===== config.mk =====
export PLATFORM = sky130hd
export DESIGN_NAME = edrc_ctrl
export DESIGN_NICKNAME = d
export VERILOG_FILES = /design/src/edrc_pkg.sv /design/src/edrc_ctrl.sv
export SDC_FILE = /design/constraint.sdc
export NUM_CORES = 1
export LEC_CHECK = 0
export BUFFER_PORTS_ARGS = -buffer_cell sky130_fd_sc_hd__buf_4
export CORE_ASPECT_RATIO = 0.75
export CORE_MARGIN = 5
export CORE_UTILIZATION = 37
export CTS_CLUSTER_SIZE = 28
export DETAILED_ROUTE_END_ITERATION = 12
export MAX_ROUTING_LAYER = met4
export SLEW_MARGIN = 20
export SYNTH_ARGS = -nofsm -noshare
export SYNTH_HDL_FRONTEND = slang
export SYNTH_SLANG_ARGS = --single-unit

===== constraint.sdc =====
create_clock -name clock -period 1.8 [get_ports clock]
set_input_delay 0.27 -clock clock [delete_from_list [all_inputs] [get_ports clock]]
set_output_delay 0.27 -clock clock [all_outputs]
set_load 0.01 [all_outputs]

===== src/edrc_pkg.sv =====
// Shared types and constants for the event drift and rotation correction block.
package edrc_pkg;

   localparam int CNT_W = 5;
   localparam int OP_W = 4;
   localparam int CSR_IDX_W = 2;
   localparam int CSR_DATA_W = 13;

   localparam logic [0:0] CMD_LOAD = 1'b0;
   localparam logic [0:0] CMD_EVENT = 1'b1;

   localparam logic [1:0] ST_OK = 2'd0;
   localparam logic [1:0] ST_OUT = 2'd1;
   localparam logic [1:0] ST_DROP = 2'd2;

   localparam logic [CSR_IDX_W-1:0] CSR_COUNT = 2'd0;
   localparam logic [CSR_IDX_W-1:0] CSR_WIDTH = 2'd1;
   localparam logic [CSR_IDX_W-1:0] CSR_HEIGHT = 2'd2;
   localparam logic [CSR_IDX_W-1:0] CSR_SCALE = 2'd3;

   localparam logic [OP_W-1:0] OP_NONE = 4'd0;
   localparam logic [OP_W-1:0] OP_LOAD = 4'd1;
   localparam logic [OP_W-1:0] OP_EVENT = 4'd2;
   localparam logic [OP_W-1:0] OP_SCAN = 4'd3;
   localparam logic [OP_W-1:0] OP_DIV_INIT = 4'd4;
   localparam logic [OP_W-1:0] OP_DIV = 4'd5;
   localparam logic [OP_W-1:0] OP_LERP = 4'd6;
   localparam logic [OP_W-1:0] OP_CORDIC_INIT = 4'd7;
   localparam logic [OP_W-1:0] OP_CORDIC = 4'd8;
   localparam logic [OP_W-1:0] OP_ROT = 4'd9;
   localparam logic [OP_W-1:0] OP_FINISH = 4'd10;

   localparam logic signed [33:0] DEG90 = 34'sd1509949440;
   localparam logic signed [33:0] DEG180 = 34'sd3019898880;
   localparam logic signed [33:0] CORDIC_GAIN = 34'sd652032874;

   localparam logic signed [33:0] ATAN_DEG [32] = '{
      34'sd754974720, 34'sd445687602, 34'sd235489088, 34'sd119537938,
      34'sd60000934, 34'sd30029717, 34'sd15018523, 34'sd7509720,
      34'sd3754917, 34'sd1877466, 34'sd938734, 34'sd469367,
      34'sd234684, 34'sd117342, 34'sd58670, 34'sd29335,
      34'sd14668, 34'sd7334, 34'sd3667, 34'sd1833,
      34'sd917, 34'sd458, 34'sd229, 34'sd115,
      34'sd57, 34'sd29, 34'sd14, 34'sd7,
      34'sd4, 34'sd2, 34'sd1, 34'sd0
   };

   typedef struct packed {
      logic [0:0] command;
      logic [9:0] entry_index;
      logic [47:0] sample_time;
      logic signed [31:0] aspect_dx;
      logic signed [31:0] aspect_dy;
      logic signed [31:0] aspect_angle;
      logic [28:0] event_x;
      logic [28:0] event_y;
   } req_type;

   typedef struct packed {
      logic [28:0] corrected_x;
      logic [28:0] corrected_y;
      logic [1:0] event_status;
   } rsp_type;

   typedef struct packed {
      logic [47:0] stamp;
      logic signed [31:0] dx;
      logic signed [31:0] dy;
      logic signed [31:0] angle;
   } entry_type;

   typedef struct packed {
      logic [OP_W-1:0] op;
      logic [CNT_W-1:0] step;
   } cmd_type;

   typedef struct packed {
      logic few_records;
      logic scan_hit;
      logic scan_last;
   } stat_type;

endpackage


===== src/edrc_ctrl.sv =====
// Sequencer for table search, division, interpolation, CORDIC and rotation.
module edrc_ctrl #(
   parameter int CORDIC_STEPS = 24
) (
   input logic clock,
   input logic reset,
   input logic start,
   input logic req_command,
   input edrc_pkg::stat_type stat,
   output logic busy,
   output edrc_pkg::cmd_type cmd
);

   localparam logic [3:0] S_IDLE = 4'd0;
   localparam logic [3:0] S_SCAN = 4'd1;
   localparam logic [3:0] S_DIVI = 4'd2;
   localparam logic [3:0] S_DIV = 4'd3;
   localparam logic [3:0] S_LERP = 4'd4;
   localparam logic [3:0] S_CINIT = 4'd5;
   localparam logic [3:0] S_CORD = 4'd6;
   localparam logic [3:0] S_ROT = 4'd7;
   localparam logic [3:0] S_FIN = 4'd8;

   localparam logic [edrc_pkg::CNT_W-1:0] LAST_CORD = edrc_pkg::CNT_W'(CORDIC_STEPS - 1);
   localparam logic [edrc_pkg::CNT_W-1:0] LAST_DIV = edrc_pkg::CNT_W'(30);
   localparam logic [edrc_pkg::CNT_W-1:0] LAST_LERP = edrc_pkg::CNT_W'(3);
   localparam logic [edrc_pkg::CNT_W-1:0] LAST_ROT = edrc_pkg::CNT_W'(4);

   logic [3:0] state_ff, state_in;
   logic [edrc_pkg::CNT_W-1:0] cnt_ff, cnt_in;

   always_comb begin
      state_in = state_ff;
      cnt_in = cnt_ff;
      cmd.op = edrc_pkg::OP_NONE;
      cmd.step = cnt_ff;
      unique case (state_ff)
         S_IDLE: begin
            if (start) begin
               if (req_command == edrc_pkg::CMD_LOAD) begin
                  cmd.op = edrc_pkg::OP_LOAD;
               end else begin
                  cmd.op = edrc_pkg::OP_EVENT;
                  state_in = stat.few_records ? S_CINIT : S_SCAN;
               end
            end
         end
         S_SCAN: begin
            cmd.op = edrc_pkg::OP_SCAN;
            if (stat.scan_hit) begin
               state_in = S_DIVI;
            end else if (stat.scan_last) begin
               state_in = S_CINIT;
            end
         end
         S_DIVI: begin
            cmd.op = edrc_pkg::OP_DIV_INIT;
            cnt_in = '0;
            state_in = S_DIV;
         end
         S_DIV: begin
            cmd.op = edrc_pkg::OP_DIV;
            cnt_in = cnt_ff + 1'b1;
            if (cnt_ff == LAST_DIV) begin
               cnt_in = '0;
               state_in = S_LERP;
            end
         end
         S_LERP: begin
            cmd.op = edrc_pkg::OP_LERP;
            cnt_in = cnt_ff + 1'b1;
            if (cnt_ff == LAST_LERP) begin
               state_in = S_CINIT;
            end
         end
         S_CINIT: begin
            cmd.op = edrc_pkg::OP_CORDIC_INIT;
            cnt_in = '0;
            state_in = S_CORD;
         end
         S_CORD: begin
            cmd.op = edrc_pkg::OP_CORDIC;
            cnt_in = cnt_ff + 1'b1;
            if (cnt_ff == LAST_CORD) begin
               cnt_in = '0;
               state_in = S_ROT;
            end
         end
         S_ROT: begin
            cmd.op = edrc_pkg::OP_ROT;
            cnt_in = cnt_ff + 1'b1;
            if (cnt_ff == LAST_ROT) begin
               state_in = S_FIN;
            end
         end
         S_FIN: begin
            cmd.op = edrc_pkg::OP_FINISH;
            state_in = S_IDLE;
         end
         default: begin
            state_in = S_IDLE;
         end
      endcase
   end

   always_ff @(posedge clock) begin
      if (reset) begin
         state_ff <= S_IDLE;
         cnt_ff <= '0;
      end else begin
         state_ff <= state_in;
         cnt_ff <= cnt_in;
      end
   end

   assign busy = (state_ff != S_IDLE);

   a_div_len: assert property (@(posedge clock) disable iff (reset)
      (state_ff == S_DIVI) |=> (state_ff == S_DIV && cnt_ff == '0))
      else $error("divide did not start at step zero");
   a_lerp_after_div: assert property (@(posedge clock) disable iff (reset)
      (state_ff == S_LERP && cnt_ff == '0) |-> ($past(state_ff) == S_DIV))
      else $error("interpolation entered without divide");
   a_rot_to_fin: assert property (@(posedge clock) disable iff (reset)
      (state_ff == S_FIN) |-> ($past(state_ff) == S_ROT && $past(cnt_ff) == LAST_ROT))
      else $error("finish without full rotation");

endmodule


After elaboration in Yosys (flattened, before gate mapping)
Index checks and enable logic that the tools add are counted.

cells by class
  reductions and logical operators = 6
  add/sub/neg operators = 1
  mux-type cells = 16
  equality and inequality tests = 19

operator list
  kind                 number
  $pmux 4 s9           1
  $mux 4               8
  $pmux 4 s8           1
  $pmux 5 s4           1
  $eq 4x3->1 const B   4
  $ne 2x2->1 const B   6
  $eq 5x5->1 const B   2
  $mux 5               2
  $eq 4x2->1 const B   2
  $reduce_bool 4->1    2
  $reduce_and 7->1     1
  $add 5x1->5 const B  1
  $eq 5x2->1 const B   1
  $eq 5x3->1 const B   1
  $eq 4x1->1 const B   1
  $eq 4x4->1 const B   1
  $logic_not 4->1      1
  $mux 2               2
  $reduce_or 2->1      2
  $mux 3               1
  $ne 3x3->1 const B   1

storage, ports and cells
  output and inout bits = 10
  register bits = 9

Longest topological paths before layout
  depth after elaboration = 4
  gate-level depth with buffers = 7

Worst setup path after synthesis
Ideal clock, no wire load.

  path type = flip-flop to flip-flop
  start point = reg cnt_ff[2] in the netlist's numbering
  end point = reg state_ff[3]
  path buffers = 1
  period minus slack after synthesis = 1.619 ns
  stages on the path, launching flop included = 7
  required time = 1.727 ns
  setup slack = 0.181 ns
  data arrival time = 1.547 ns
  cells stage by stage = dfxtp_1 > buf_6 > or3_1 > a211oi_2 > nor4b_1 > nor4_4 > nor3b_2

between the ends
  word-level cells in the longest chain between the ends = 3
  elaborated cells on any way between the ends = 9

ends and longest elaborated chain
  item                                line              source
  from (decl)                         edrc_ctrl.sv:30   logic [edrc_pkg::CNT_W-1:0] cnt_ff, cnt_in;
  from (signal assigned)              edrc_ctrl.sv:112  cnt_ff <= cnt_in;
  $eq 5x3->1 (tied with other cells)  edrc_ctrl.sv:92   if (cnt_ff == LAST_ROT) begin
  $ne 2x2->1 (no line)                --
  $reduce_and 7->1 (no line) (*)      --
  to (signal assigned)                edrc_ctrl.sv:111  state_ff <= state_in;
  to (decl)                           edrc_ctrl.sv:29   logic [3:0] state_ff, state_in;

Mark *: on every way between the ends. The rest lies on a longest branch, timed or not.
A chain may end at the register's enable or synchronous reset.

Worst setup path after layout
  start point = reg cnt_ff[4] in the netlist's numbering
  end point = reg state_ff[2]

Same word-level chain as after synthesis.

==> flow_metrics.py <==
metrics = {
    "outcome": {
        "outcome": "completed",
    },
    "cts": {
        "clock_sinks": 9,
        "clockRootBuffer": "clkbuf_4",
        "numCtsBuffers": 3,
        "cts_tree": "done",
        "cts.path.max_buffers": 2,
        "clk_pin_slew_worst_paths_ns": 0.06,
        "cts_hold_buf": 0,
        "clk_latency_ns": 0.27,
        "cts_max_level": 1,
    },
    "floorplanning": {
        "initial_utilization_pct": 38.0,
        "dieHeight_um": 49.0,
        "rows": 14,
        "io_pins": 17,
        "fp.coreArea_um2": 1980,
        "fp.dieW_um": 62.1,
        "dieArea_um2": 3040,
    },
    "pwr": {
        "powerDensity_nw_per_um2": 1470,
        "vdd_drop_max_v": 0.000945,
        "switchingPower_uw": 644,
        "pwr-share-clk_pct": 10.8,
        "p_comb_share_pct": 66.7,
        "swShare_pct": 43.6,
        "intPower_uw": 834,
        "p_leak_uw": 0.000440,
        "p_seq_share_pct": 22.5,
    },
    "layout": {
        "num_antenna_cells": 0,
        "nFillCells": 195,
        "stdcell_area_um2": 1010,
        "layout_commonest_cell": "buf_4",
        "area_growth_pct": 34.1,
        "fin_util_pct": 50.9,
        "drive_above_1_share_pct": 32.3,
        "final_nets": 138,
        "layout_common_cells": "29 x buf_4, 13 x nor2_1, 7 x nand2_1, 7 x o21ai_0, 7 x a21oi_1",
    },
    "detailed_routing": {
        "wl_per_cell_um": 13.0,
        "post_drt_via_cell_ratio": 5.27,
        "drt-total-wl_um": 1960,
        "highest_layer": "met4",
        "ant_nets": 0,
        "drc_errors": 0,
        "met3WireLength_um": 103,
        "drtPass1Iterations": 4,
        "vias": 796,
        "met2_length_um": 861,
        "drtIter0Drc": 23,
        "met1Wirelength_um": 969,
    },
    "grt": {
        "grtUsageTotal_pct": 13.9,
        "grt_pass1_wl_um": 3110,
        "grt_max_degree": 12,
        "grt_pass1_vias": 684,
        "antenna_found_initial": 0,
        "grt_overflow": 0,
    },
    "worst_setup_path": {
        "crit_family": "simple AND/OR/NAND/NOR gates",
        "worstPathCellList": "or3_4 -> a211oi_2 -> nor4b_2 -> nor4_4 -> mux2i_1",
        "critical-path-slowest-cell": "nor4_4",
        "crit_arrival_ns": 1.96,
        "startpoint_type": "register",
        "crit_fanout": 4,
        "crit_type": "register to register",
        "worst_ep_required_time_ns": 1.99,
        "crit_path_end_kind": "register",
        "critPathMaxStageDelay_ns": 0.41,
        "crit_buf_inv": 0,
    },
    "timing": {
        "finalClockSkew_ns": 0.00129,
        "fin_crit_ns": 1.76,
        "hold_ws_ns": 0.239,
        "worstMarginPinSlew_ns": 0.392,
        "rsz0062_at_grt": "yes",
        "final.period_utilization_pct": 97.9,
        "fmax_mhz": 567,
        "hold_viol": 0,
        "drv_slew": 0,
        "slew_headroom_pct": 73.7,
        "setup_ws_ns": 0.0378,
        "setup_viol": 0,
    },
    "logic_synthesis": {
        "synth_mux_area_share_pct": 5.32,
        "synth_cell_types": 37,
        "syn-cell-area_um2": 752,
        "synth-main-ff-cell": "dfxtp_1",
        "synth_xor_area_share_pct": 2.33,
        "synth_edf_count": 0,
        "synth-compound-area-share_pct": 20.1,
        "netlist_instances": 102,
        "synthAdderAreaFrac_pct": 4.99,
        "synth-simple-area-share_pct": 34.9,
        "synth_nets": 112,
        "syn_avg_cell_area_um2": 7.37,
        "synth-seq-area-share_pct": 24.0,
        "synth_top_family_by_area": "simple AND/OR/NAND/NOR gates",
        "ys_warn_count": 0,
        "ys_async_sr_fraction_pct": 0,
        "ys_seq_elements": 9,
    },
    "run": {
        "maxCapViolations": 0,
    },
    "placed_design": {
        "dp_slack_ns": 0.0793,
        "place.gp.congestion": 0.830,
        "dp_hpwl_um": 1470,
        "portBuffers": 16,
        "place_area_um2": 952,
    },
    "worst_hold_path": {
        "hold_path.class": "input port to register",
    },
}
==> power groups by stage <==
stage / Clock, uW / Combinational (uW) / Sequential (uW)
after floorplan: 0 / 609 / 306
after global placement: 0 / 940 / 326
after detailed placement: 0 / 951 / 330
after CTS: 168 / 954 / 325
after global routing: 184 / 1080 / 344
final: 160 / 986 / 332
==> Yosys cell counts, types with 2 or more instances <==
cell	instances	area share, %
xnor2_1	2	2.3
nand2b_1	4	3.3
a22oi_1	2	2.0
or3_1	2	1.7
dfxtp_1	9	24
o21ai_0	7	4.7
nor2b_1	2	1.7
a21oi_1	7	4.7
buf_2	2	1.3
nand2_1	7	3.5
inv_1	6	3.0
nand4_1	2	1.7
mux2i_1	4	5.3
nor3_1	5	3.3
ha_1	3	5.0
nor2_1	13	6.5
clkbuf_1	4	2.0
nand3_1	2	1.3
==> worst paths after layout <==
kind	from	to	slack, ns	cells past startpoint
max	cnt_ff[4]	state_ff[2]	0.04	5
min reg2reg	state_ff[1]	state_ff[1]	0.53	2
max reg2reg	cnt_ff[4]	state_ff[2]	0.04	5
min	reset	state_ff[3]	0.24	2
==> per-stage QoR <==
| step | total power, uW | TNS [ns] | std cells |
|---|---|---|---|
| final | 1480 | 0 | 151 |
| after global routing | 1610 | -0.0754 | 151 |
| after CTS | 1450 | 0 | 150 |
| after detailed placement | 1280 | 0 | 146 |
| after global placement | 1270 | 0 | 146 |
| after floorplan | 915 | 0 | 102 |
==> logic make-up after synthesis <==
group,count (synthesis)
flip-flops,9
buffers and inverters,14
adder cells (fa/ha/maj),3
AO/OA/AOI/OAI,24
AND/OR/NAND/NOR,46
multiplexers,4
XOR/XNOR,2
==> layout make-up <==
| class | count | area (um2) | area share, % |
|---|---|---|---|
| clock buffer | 3 | 22.5 | 2.23 |
| clock inverter | 1 | 5.00 | 0.496 |
| inverter | 6 | 22.5 | 2.23 |
| multi-input combinational | 79 | 522 | 51.7 |
| sequential | 9 | 189 | 18.7 |
| tap | 24 | 30.0 | 2.98 |
| timing repair buffer | 29 | 218 | 21.6 |
==> registers in the layout (all words and copies together) (netlist names) <==
signal    count
cnt_ff        5
state_ff      4
==> per-layer routing <==
layer	vias to the layer above	global-route usage (%)
li1	409	-
met5	-	-
met2	23	17.9
met1	360	19.0
met3	4	6.35
met4	0	4.24
==> timing repair <==
action | CTS | global route
buffers inserted | 0 | 1
gates resized for setup | 0 | 8
endpoints found under the setup margin | 0 | 5
Power figures use the tool's default switching activity.
